`config.mk`:
```
export PLATFORM = sky130hd
export DESIGN_NAME = line_follow_steering_controller
export DESIGN_NICKNAME = d
export VERILOG_FILES = /design/src/lfsc_pkg.sv /design/src/lfsc_steer.sv /design/src/line_follow_steering_controller.sv
export SDC_FILE = /design/constraint.sdc
export NUM_CORES = 2
export LEC_CHECK = 0
export ABC_AREA = 1
export BUFFER_PORTS_ARGS = -buffer_cell sky130_fd_sc_hd__buf_2
export CAP_MARGIN = 5
export CORE_ASPECT_RATIO = 1.25
export CORE_MARGIN = 2
export CORE_UTILIZATION = 60
export CTS_CLUSTER_DIAMETER = 30
export DETAILED_ROUTE_END_ITERATION = 16
export PLACE_DENSITY = 0.78
export REMOVE_ABC_BUFFERS = 1
export SLEW_MARGIN = 20
export SYNTH_ARGS = -nofsm -noshare
export SYNTH_HDL_FRONTEND = slang
export SYNTH_SLANG_ARGS = --single-unit
```
`constraint.sdc`:
```
create_clock -name aclk -period 22.6 [get_ports aclk]
set_input_delay 3.39 -clock aclk [delete_from_list [all_inputs] [get_ports aclk]]
set_output_delay 3.39 -clock aclk [all_outputs]
set_load 0.01 [all_outputs]
```
`src/lfsc_pkg.sv`:
```
`timescale 1ns / 1ps

package lfsc_pkg;

    // field widths
    localparam int MASK_W   = 8;
    localparam int POS_W    = 8;
    localparam int SPEED_W  = 12;
    localparam int TARGET_W = 11;
    localparam int DIST_W   = 32;
    localparam int GAIN_W   = 14;
    localparam int MM_W     = 16;
    localparam int THR_W    = 4;
    localparam int UM_W     = 26;
    localparam int CNT_W    = $clog2(MASK_W + 1);
    localparam int CFG_IDX_W  = 3;
    localparam int CFG_DATA_W = 16;
    localparam int TURN_W   = 2;

    // parameter defaults
    localparam int SENSOR_COUNT_DEF   = 8;
    localparam int DEBOUNCE_TICKS_DEF = 3;

    // register indexes
    localparam logic [CFG_IDX_W-1:0] REG_BASE_SPEED   = 3'd0;
    localparam logic [CFG_IDX_W-1:0] REG_KP           = 3'd1;
    localparam logic [CFG_IDX_W-1:0] REG_KD           = 3'd2;
    localparam logic [CFG_IDX_W-1:0] REG_B_DISTANCE   = 3'd3;
    localparam logic [CFG_IDX_W-1:0] REG_ARM_DISTANCE = 3'd4;
    localparam logic [CFG_IDX_W-1:0] REG_BLACK_THR    = 3'd5;

    // register reset values
    localparam int BASE_SPEED_RST   = 600;
    localparam int KP_RST           = 60;
    localparam int KD_RST           = 100;
    localparam int B_DISTANCE_RST   = 1500;
    localparam int ARM_DISTANCE_RST = 11036;
    localparam int BLACK_THR_RST    = 6;
    localparam int UM_PER_MM        = 1000;

    // turn memory codes
    localparam logic [TURN_W-1:0] TURN_CENTRED = 2'd0;
    localparam logic [TURN_W-1:0] TURN_RIGHT   = 2'd1;
    localparam logic [TURN_W-1:0] TURN_LEFT    = 2'd2;

    // control constants
    localparam logic signed [POS_W-1:0] LINE_LOST = 8'sd127;
    localparam logic signed [POS_W-1:0] POS_MAX   = 8'sd100;
    localparam logic signed [POS_W-1:0] POS_MIN   = -8'sd100;
    localparam int DEADBAND     = 15;
    localparam int STEER_LIMIT  = 80;
    localparam int SEARCH_SPEED = 350;
    localparam int SEARCH_STEER = 200;
    localparam int TARGET_MAX   = 1200;
    localparam int ODO_SUM_MAX  = 2400;
    localparam int GAIN_SCALE   = 100;

    typedef struct packed {
        logic        [MASK_W-1:0]  sensor_mask;
        logic signed [POS_W-1:0]   line_position;
        logic signed [SPEED_W-1:0] right_speed;
        logic signed [SPEED_W-1:0] left_speed;
    } in_item_t;

    typedef struct packed {
        logic        [TARGET_W-1:0] right_target;
        logic        [TARGET_W-1:0] left_target;
        logic                       stopped_at_line;
        logic                       stop_armed;
        logic                       b_reached;
        logic        [DIST_W-1:0]   distance_um;
        logic signed [POS_W-1:0]    line_error;
    } out_item_t;

    typedef struct packed {
        logic        [TARGET_W-1:0] right_target;
        logic        [TARGET_W-1:0] left_target;
        logic signed [POS_W-1:0]    prev_error;
        logic        [TURN_W-1:0]   turn;
    } steer_res_t;

endpackage

```
`src/lfsc_steer.sv`:
```
`timescale 1ns / 1ps

module lfsc_steer (
    input  logic signed [lfsc_pkg::POS_W-1:0]    pos,
    input  logic signed [lfsc_pkg::POS_W-1:0]    prev_error,
    input  logic        [lfsc_pkg::GAIN_W-1:0]   kp,
    input  logic        [lfsc_pkg::GAIN_W-1:0]   kd,
    input  logic        [lfsc_pkg::TARGET_W-1:0] base_speed,
    output lfsc_pkg::steer_res_t                 res
);
    import lfsc_pkg::*;

    localparam int NUM_W    = 25;
    localparam int REM_W    = 13;
    localparam int Q_W      = 7;
    localparam int SUM_W    = TARGET_W + 1;
    localparam int PROD_W   = REM_W + 13;
    localparam int RECIP_SH = PROD_W - Q_W;
    localparam logic [NUM_W-1:0]  CAP_NUM = NUM_W'(STEER_LIMIT * GAIN_SCALE);
    localparam logic [PROD_W-1:0] RECIP   =
        PROD_W'(((1 << RECIP_SH) + GAIN_SCALE - 1) / GAIN_SCALE);

    logic        [POS_W-1:0]  mag;
    logic                     in_deadband;
    logic signed [POS_W:0]    diff;
    logic signed [NUM_W-1:0]  p_term;
    logic signed [NUM_W-1:0]  d_term;
    logic signed [NUM_W-1:0]  num;
    logic                     num_neg;
    logic        [NUM_W-1:0]  abs_num;
    logic        [PROD_W-1:0] prod;
    logic        [Q_W-1:0]    quot;
    logic        [Q_W-1:0]    mq;
    logic                     steer_left;
    logic                     steer_right;
    logic        [Q_W-1:0]    steer_mag;
    logic signed [SUM_W-1:0]  rt_s;
    logic        [SUM_W-1:0]  lt_u;

    assign mag         = pos[POS_W-1] ? POS_W'(-pos) : POS_W'(pos);
    assign in_deadband = mag <= POS_W'(DEADBAND);
    assign diff        = {pos[POS_W-1], pos} - {prev_error[POS_W-1], prev_error};
    assign p_term      = NUM_W'($signed({1'b0, kp})) * NUM_W'(pos);
    assign d_term      = NUM_W'($signed({1'b0, kd})) * NUM_W'(diff);
    assign num         = p_term + d_term;
    assign num_neg     = num[NUM_W-1];
    assign abs_num     = num_neg ? NUM_W'(-num) : NUM_W'(num);

    // reciprocal multiply by the gain scale, exact below the clamp point
    assign prod = PROD_W'(abs_num[REM_W-1:0]) * RECIP;
    assign quot = prod[RECIP_SH +: Q_W];

    assign mq          = (abs_num >= CAP_NUM) ? Q_W'(STEER_LIMIT) : quot;
    assign steer_left  = !num_neg && (mq != '0);
    assign steer_right = num_neg && (mq != '0);

    // right-hand steer (negative sum) is suppressed on the targets
    assign steer_mag = (!in_deadband && steer_left) ? mq : '0;
    assign rt_s      = $signed({1'b0, base_speed}) - $signed(SUM_W'(steer_mag));
    assign lt_u      = SUM_W'(base_speed) + SUM_W'(steer_mag);

    always_comb begin
        if (rt_s[SUM_W-1]) begin
            res.right_target = '0;
        end else if (rt_s > $signed(SUM_W'(TARGET_MAX))) begin
            res.right_target = TARGET_W'(TARGET_MAX);
        end else begin
            res.right_target = rt_s[TARGET_W-1:0];
        end
        if (lt_u > SUM_W'(TARGET_MAX)) begin
            res.left_target = TARGET_W'(TARGET_MAX);
        end else begin
            res.left_target = lt_u[TARGET_W-1:0];
        end
        if (in_deadband) begin
            res.prev_error = '0;
            res.turn       = TURN_CENTRED;
        end else begin
            res.prev_error = pos;
            if (steer_left) begin
                res.turn = TURN_LEFT;
            end else if (steer_right) begin
                res.turn = TURN_RIGHT;
            end else begin
                res.turn = TURN_CENTRED;
            end
        end
    end

endmodule

```
`src/line_follow_steering_controller.sv`:
```
// pipeline: a result passes the input register, then the result register
// throughput: one transaction per clock while the result side does not stall
// reset: aresetn low at a rising edge clears all tracking state and both
// pipeline valids and restores the register defaults; no clearing pass
`timescale 1ns / 1ps

module line_follow_steering_controller #(
    parameter int SENSOR_COUNT   = lfsc_pkg::SENSOR_COUNT_DEF,
    parameter int DEBOUNCE_TICKS = lfsc_pkg::DEBOUNCE_TICKS_DEF
) (
    input  logic                                aclk,
    input  logic                                aresetn,
    input  logic                                s_valid,
    output logic                                s_ready,
    input  lfsc_pkg::in_item_t                  s_data,
    output logic                                m_valid,
    input  logic                                m_ready,
    output lfsc_pkg::out_item_t                 m_data,
    input  logic                                cfg_wr_en,
    input  logic [lfsc_pkg::CFG_IDX_W-1:0]      cfg_index,
    input  logic [lfsc_pkg::CFG_DATA_W-1:0]     cfg_wdata
);
    import lfsc_pkg::*;

    localparam int COUNTED = (SENSOR_COUNT < MASK_W) ? SENSOR_COUNT : MASK_W;
    localparam int DEB_W   = $clog2(DEBOUNCE_TICKS + 1);
    localparam int ODO_W   = DIST_W + 1;
    localparam int INC_W   = SPEED_W + 5;
    localparam int SUM_W   = SPEED_W + 1;

    // pipeline registers
    logic       in_valid_reg;
    in_item_t   in_data_reg;
    logic       m_valid_reg;
    out_item_t  m_data_reg;
    logic       advance;

    // configuration
    logic [TARGET_W-1:0] base_speed_reg;
    logic [GAIN_W-1:0]   kp_reg;
    logic [GAIN_W-1:0]   kd_reg;
    logic [UM_W-1:0]     b_um_reg;
    logic [UM_W-1:0]     arm_um_reg;
    logic [THR_W-1:0]    thr_reg;

    // tracking state
    logic [DIST_W-1:0]       travel_reg, travel_next;
    logic signed [POS_W-1:0] prev_err_reg, prev_err_next;
    logic [TURN_W-1:0]       turn_reg, turn_next;
    logic                    seen_reg, seen_next;
    logic                    armed_reg, armed_next;
    logic [DEB_W-1:0]        deb_reg, deb_next;
    logic                    stop_reg, stop_next;
    logic                    b_flag_reg, b_flag_next;

    logic                    lost;
    logic signed [POS_W-1:0] pos_sat;
    logic signed [POS_W-1:0] err_out;
    logic [SPEED_W-1:0]      rs_mag, ls_mag;
    logic [SUM_W-1:0]        speed_sum;
    logic [INC_W-1:0]        odo_inc;
    logic [ODO_W-1:0]        odo_sum;
    logic [CNT_W-1:0]        dark_cnt;
    logic                    stop_seen;
    steer_res_t              steer_res;
    out_item_t               res;

    assign advance = in_valid_reg && (!m_valid_reg || m_ready);
    assign s_ready = !in_valid_reg || advance;
    assign m_valid = m_valid_reg;
    assign m_data  = m_data_reg;

    assign lost    = in_data_reg.line_position == LINE_LOST;
    assign pos_sat = (in_data_reg.line_position > POS_MAX) ? POS_MAX :
                     (in_data_reg.line_position < POS_MIN) ? POS_MIN :
                     in_data_reg.line_position;
    assign err_out = lost ? '0 : pos_sat;

    // odometry: sum of speeds times 15 um per tick
    assign rs_mag = in_data_reg.right_speed[SPEED_W-1] ? SPEED_W'(-in_data_reg.right_speed)
                                                       : SPEED_W'(in_data_reg.right_speed);
    assign ls_mag = in_data_reg.left_speed[SPEED_W-1] ? SPEED_W'(-in_data_reg.left_speed)
                                                      : SPEED_W'(in_data_reg.left_speed);
    assign speed_sum = SUM_W'(rs_mag) + SUM_W'(ls_mag);
    assign odo_inc   = INC_W'({speed_sum, 4'b0000}) - INC_W'(speed_sum);
    assign odo_sum   = ODO_W'(travel_reg) + ODO_W'(odo_inc);

    always_comb begin
        if (speed_sum > SUM_W'(ODO_SUM_MAX)) begin
            travel_next = travel_reg;
        end else if (odo_sum[ODO_W-1]) begin
            travel_next = '1;
        end else begin
            travel_next = odo_sum[DIST_W-1:0];
        end
    end

    assign armed_next = armed_reg || (travel_next >= DIST_W'(arm_um_reg));

    always_comb begin
        dark_cnt = '0;
        for (int i = 0; i < MASK_W; i++) begin
            if (i < COUNTED && in_data_reg.sensor_mask[i]) begin
                dark_cnt = dark_cnt + 1'b1;
            end
        end
    end

    // stop line debounce
    always_comb begin
        deb_next  = deb_reg;
        stop_next = stop_reg;
        stop_seen = CNT_W'(thr_reg) <= dark_cnt;
        if (!stop_reg) begin
            if (!armed_next) begin
                deb_next = '0;
            end else begin
                if (stop_seen) begin
                    if (deb_reg < DEB_W'(DEBOUNCE_TICKS)) begin
                        deb_next = deb_reg + 1'b1;
                    end
                end else begin
                    deb_next = '0;
                end
                if (deb_next >= DEB_W'(DEBOUNCE_TICKS)) begin
                    stop_next = 1'b1;
                end
            end
        end
    end

    lfsc_steer u_steer (
        .pos        (pos_sat),
        .prev_error (prev_err_reg),
        .kp         (kp_reg),
        .kd         (kd_reg),
        .base_speed (base_speed_reg),
        .res        (steer_res)
    );

    always_comb begin
        b_flag_next       = b_flag_reg;
        prev_err_next     = prev_err_reg;
        turn_next         = turn_reg;
        seen_next         = seen_reg;
        res.right_target  = '0;
        res.left_target   = '0;
        if (!stop_next) begin
            if (travel_next >= DIST_W'(b_um_reg)) begin
                b_flag_next = 1'b1;
            end
            if (lost) begin
                if (seen_reg) begin
                    case (turn_reg)
                        TURN_LEFT: begin
                            res.right_target = TARGET_W'(SEARCH_SPEED + SEARCH_STEER);
                            res.left_target  = TARGET_W'(SEARCH_SPEED - SEARCH_STEER);
                        end
                        TURN_RIGHT: begin
                            res.right_target = TARGET_W'(SEARCH_SPEED - SEARCH_STEER);
                            res.left_target  = TARGET_W'(SEARCH_SPEED + SEARCH_STEER);
                        end
                        default: begin
                            res.right_target = TARGET_W'(SEARCH_SPEED);
                            res.left_target  = TARGET_W'(SEARCH_SPEED);
                        end
                    endcase
                end
            end else begin
                seen_next        = 1'b1;
                prev_err_next    = steer_res.prev_error;
                turn_next        = steer_res.turn;
                res.right_target = steer_res.right_target;
                res.left_target  = steer_res.left_target;
            end
        end
        res.stopped_at_line = stop_next;
        res.stop_armed      = armed_next;
        res.b_reached       = b_flag_next;
        res.distance_um     = travel_next;
        res.line_error      = err_out;
    end

    // pipeline control
    always_ff @(posedge aclk) begin
        if (!aresetn) begin
            in_valid_reg <= 1'b0;
            m_valid_reg  <= 1'b0;
        end else begin
            if (s_valid && s_ready) begin
                in_valid_reg <= 1'b1;
            end else if (advance) begin
                in_valid_reg <= 1'b0;
            end
            if (advance) begin
                m_valid_reg <= 1'b1;
            end else if (m_ready) begin
                m_valid_reg <= 1'b0;
            end
        end
    end

    always_ff @(posedge aclk) begin
        if (s_valid && s_ready) begin
            in_data_reg <= s_data;
        end
        if (advance) begin
            m_data_reg <= res;
        end
    end

    // configuration and tracking state
    always_ff @(posedge aclk) begin
        if (!aresetn) begin
            base_speed_reg <= TARGET_W'(BASE_SPEED_RST);
            kp_reg         <= GAIN_W'(KP_RST);
            kd_reg         <= GAIN_W'(KD_RST);
            b_um_reg       <= UM_W'(B_DISTANCE_RST * UM_PER_MM);
            arm_um_reg     <= UM_W'(ARM_DISTANCE_RST * UM_PER_MM);
            thr_reg        <= THR_W'(BLACK_THR_RST);
            travel_reg     <= '0;
            prev_err_reg   <= '0;
            turn_reg       <= TURN_CENTRED;
            seen_reg       <= 1'b0;
            armed_reg      <= 1'b0;
            deb_reg        <= '0;
            stop_reg       <= 1'b0;
            b_flag_reg     <= 1'b0;
        end else begin
            if (advance) begin
                travel_reg   <= travel_next;
                prev_err_reg <= prev_err_next;
                turn_reg     <= turn_next;
                seen_reg     <= seen_next;
                armed_reg    <= armed_next;
                deb_reg      <= deb_next;
                stop_reg     <= stop_next;
            end
            // a write of the B distance clears the flag
            if (cfg_wr_en && (cfg_index == REG_B_DISTANCE)) begin
                b_flag_reg <= 1'b0;
            end else if (advance) begin
                b_flag_reg <= b_flag_next;
            end
            if (cfg_wr_en) begin
                case (cfg_index)
                    REG_BASE_SPEED:   base_speed_reg <= cfg_wdata[TARGET_W-1:0];
                    REG_KP:           kp_reg         <= cfg_wdata[GAIN_W-1:0];
                    REG_KD:           kd_reg         <= cfg_wdata[GAIN_W-1:0];
                    REG_B_DISTANCE: begin
                        // millimetres held pre-scaled to micrometres
                        b_um_reg <= UM_W'(cfg_wdata[MM_W-1:0]) * UM_W'(UM_PER_MM);
                    end
                    REG_ARM_DISTANCE: begin
                        arm_um_reg <= UM_W'(cfg_wdata[MM_W-1:0]) * UM_W'(UM_PER_MM);
                    end
                    REG_BLACK_THR:    thr_reg        <= cfg_wdata[THR_W-1:0];
                    default: begin
                    end
                endcase
            end
        end
    end

endmodule

```
==> metrics.sh <==
YOSYS_REGISTER_BITS=244
HOLDCRITPATHCLASS='flip-flop to flip-flop'
CLKTRANSATPATHREGS_PS=60
BOUNDARYPINS=131
ANT_NETS=0
TIMING.CRITICAL_PATH.TO_TYPE='flip-flop'
MAXSLEWHEADROOM=0.357
GRT_USAGE=0.307
HOLD_VIOL_FINAL=0
FINAL.SETUP_SKEW_PS=27.1
SETUP.WORST_PATH.CLASS='flip-flop to flip-flop'
FLOORPLAN.INITIALDENSITY=0.609
LAYOUT_WORST_PATH_CYCLE_SHARE=0.873
CRITPATHMAXFANOUT=40
CTS_TREE='yes'
SLOWEST_DELAY_PS=660
DRT_WL_TOTAL_UM=78700
DRV_CAP=0
PLACE.DETAILED.INSTANCES=4747
CTS_BUFFERS=34
SYNTH_AREA_PER_CELL_UM2=7.67
FINAL_CELL_COUNT_WITHOUT_FILLERS=4809
PORT_BUFFERS=130
DETAIL_ROUTE.ITER0.VIOLATIONS=1603
SYNTH_COMPOUND_GATE_AREA_SHARE=0.0994
YOSYS-MUX-AREA-FRACTION=0.000325
LAYOUT.NETS=4879
SETUP_TNS_PS=0
H-TREE-DEPTH=2
ROUTE.DETAILED.DRC=0
AVGROUTEDWIREPERCELL_UM=16.4
FINALCOREUTILIZATION=0.658
TIGHTESTPINTRANSITION_PS=964
GLOBAL_ROUTE_WIRE_LENGTH_BEFORE_REPAIR_UM=131000
SLEW_VIOLATIONS=0
SYNTHXORXNORAREAFRAC=0.0435
GRT_MAX_DEGREE=92
VIASPERCELL=5.46
AREA_DELTA_SYNTH_FINAL_PCT=8.05
DP.FINAL_HPWL_UM=64200
CLOCKBUFFERDEPTH=3
CTS_RESIZED=0
MAIN_COMBINATIONAL_CELL_FAMILY_BY_AREA_AFTER_SYNTHESIS='adder cells'
CRITICAL-PATH-TOP-CELL-BY-COUNT='sky130_fd_sc_hd__inv_1'
CHIPHEIGHT_UM=257
SYNTHDISTINCTLIBCELLS=69
FIN_CRIT_PS=19730
LARGEST_REGISTER_FFS=65
GRT_ANTENNA_BEFORE_REPAIR=0
SYNTH_FLOP_CELL='sky130_fd_sc_hd__dfxtp_1'
ROW_COUNT=92
SYNTH_CELLS=4012
RUN_STATUS='complete, no violations'
DRIVE_GT1_FRAC=0.0764
SYNTH_AREA_MM2=0.0308
WORST_EP_REQUIRED_TIME_PS=22870
ROUTE.VIAS.TOTAL=26281
DIE_AREA_MM2=0.0532
RSZ0062_AT_GRT='false'
SYNTH-WARNING-COUNT=0
LAYOUT.CELLS.MOST_COMMON_LIST='sky130_fd_sc_hd__inv_1 (789), sky130_fd_sc_hd__nand2_1 (771), sky130_fd_sc_hd__ha_1 (421)'
POST_SYNTH_AND_OR_NAND_NOR_AREA_FRACTION=0.209
FINALWEIGHTEDCONGESTION=0.948
ANTENNA_CELLS=0
DR.PASS1.ITERS=5
STARTPOINT_TYPE='flip-flop'
CLK_LATENCY_PS=540
GRT_OVF=0
CTS.SINK_COUNT=244
VIA_COUNT_OF_THE_FIRST_GLOBAL_ROUTING_PASS=26499
FIN_WS_PS=2870
PLACEABLECOREAREA_MM2=0.0505
POST_CTS_HOLD_BUFFER_COUNT=0
CLOCK_TREE.ROOT_CELL='sky130_fd_sc_hd__clkbuf_16'
CRIT_PATH_TOP_DELAY_CELL='sky130_fd_sc_hd__xor2_1'
REPORT.FINAL.SETUP_VIOL=0
YOSYSSEQAREASHARE=0.193
SYNTH_EDF_COUNT=105
FILLERINSTANCES=4377
POST_CTS_BUFFERS=0
TIMING.FMAX_MHz=50.7
ASR_FLOP_RATIO_SYNTH=0
CP.ARRIVAL_PS=20000
SYNTH_ADDER_AREA_SHARE=0.346
PRE_CTS_WS_PS=3020
FLOORPLAN.DIE.WIDTH_UM=207
LAYOUT.CELLS.MOST_COMMON='sky130_fd_sc_hd__inv_1'
-- worst max-delay path: cells and delay by family (launching register included) --
kind	cells	cell delay (ps)
adders and majority gates	18	7710
and+or+nand+nor	27	4260
AOI/OAI and AO/OA	21	4240
buffers and inverters	15	1700
xor gates and xnor gates	4	1150
DFF	1	410
-- layout make-up --
type | count | area [µm²] | share of cell area
multi-input combinational | 2891 | 21500 | 0.647
timing repair buffer | 142 | 741 | 0.0223
clock buffer | 36 | 868 | 0.0261
inverter | 812 | 3050 | 0.0918
tap | 658 | 823 | 0.0247
clock inverter | 26 | 335 | 0.0101
sequential | 244 | 5940 | 0.178
-- cells in the mapped netlist (6+ instances only) --
cell type / n / area, µm²
sky130_fd_sc_hd__a21o_1: 11 / 82.6
sky130_fd_sc_hd__a21oi_1: 262 / 1310
sky130_fd_sc_hd__a31oi_1: 11 / 68.8
sky130_fd_sc_hd__clkbuf_1: 50 / 188
sky130_fd_sc_hd__clkinv_1: 6 / 22.5
sky130_fd_sc_hd__dfxtp_1: 139 / 2780
sky130_fd_sc_hd__edfxtp_1: 105 / 3150
sky130_fd_sc_hd__fa_1: 269 / 5390
sky130_fd_sc_hd__ha_1: 421 / 5270
sky130_fd_sc_hd__inv_1: 790 / 2970
sky130_fd_sc_hd__inv_2: 14 / 52.6
sky130_fd_sc_hd__nand2_1: 771 / 2890
sky130_fd_sc_hd__nand2_2: 32 / 200
sky130_fd_sc_hd__nand2_4: 9 / 101
sky130_fd_sc_hd__nand3_1: 166 / 831
sky130_fd_sc_hd__nand3_2: 6 / 60.1
sky130_fd_sc_hd__nand3b_1: 8 / 60.1
sky130_fd_sc_hd__nand4_1: 38 / 238
sky130_fd_sc_hd__nor2_1: 368 / 1380
sky130_fd_sc_hd__nor2_2: 11 / 68.8
sky130_fd_sc_hd__nor3_1: 49 / 245
sky130_fd_sc_hd__nor3b_1: 9 / 67.6
sky130_fd_sc_hd__o211ai_1: 22 / 165
sky130_fd_sc_hd__o21ai_0: 157 / 786
sky130_fd_sc_hd__o21ai_1: 10 / 50.1
sky130_fd_sc_hd__o21bai_1: 12 / 90.1
sky130_fd_sc_hd__o22ai_1: 24 / 150
sky130_fd_sc_hd__or2_2: 11 / 68.8
sky130_fd_sc_hd__xnor2_1: 31 / 272
sky130_fd_sc_hd__xor2_1: 120 / 1050
-- through the flow --
stage / hold WS (ps) / area, µm²
5_1_grt: 486 / 33300
2_1_floorplan: 435 / 30500
3_3_place_gp: 451 / 32100
6_report: 466 / 33300
3_5_place_dp: 457 / 32100
4_1_cts: 464 / 33300
-- cells by family after synthesis --
kind of cell,count (synthesis)
DFF,244
muxes,1
xor gates and xnor gates,152
buffers and inverters,877
and+or+nand+nor,1500
adders and majority gates,690
AOI/OAI and AO/OA,548
-- metal layers --
metal  track usage  up-vias  share of wire
met2         0.548      770           0.50
met3        0.0324      242          0.052
met4         0.152        0          0.054
met5             0        -              0
li1              -    12979              -
met1         0.364    12290           0.39
-- final timing paths --
kind                        start           to  slack [ps]  cells after the start
setup / recovery  in_data_reg[26]   m_data[47]        2870                     85
hold / removal        b_um_reg[5]  b_um_reg[5]         470                      2
setup reg to reg  in_data_reg[26]   m_data[47]        2870                     85
hold reg to reg       b_um_reg[5]  b_um_reg[5]         470                      2
Power is not shown: default switching activity piles up to over one toggle a cycle in this logic, so the estimate is an artifact.
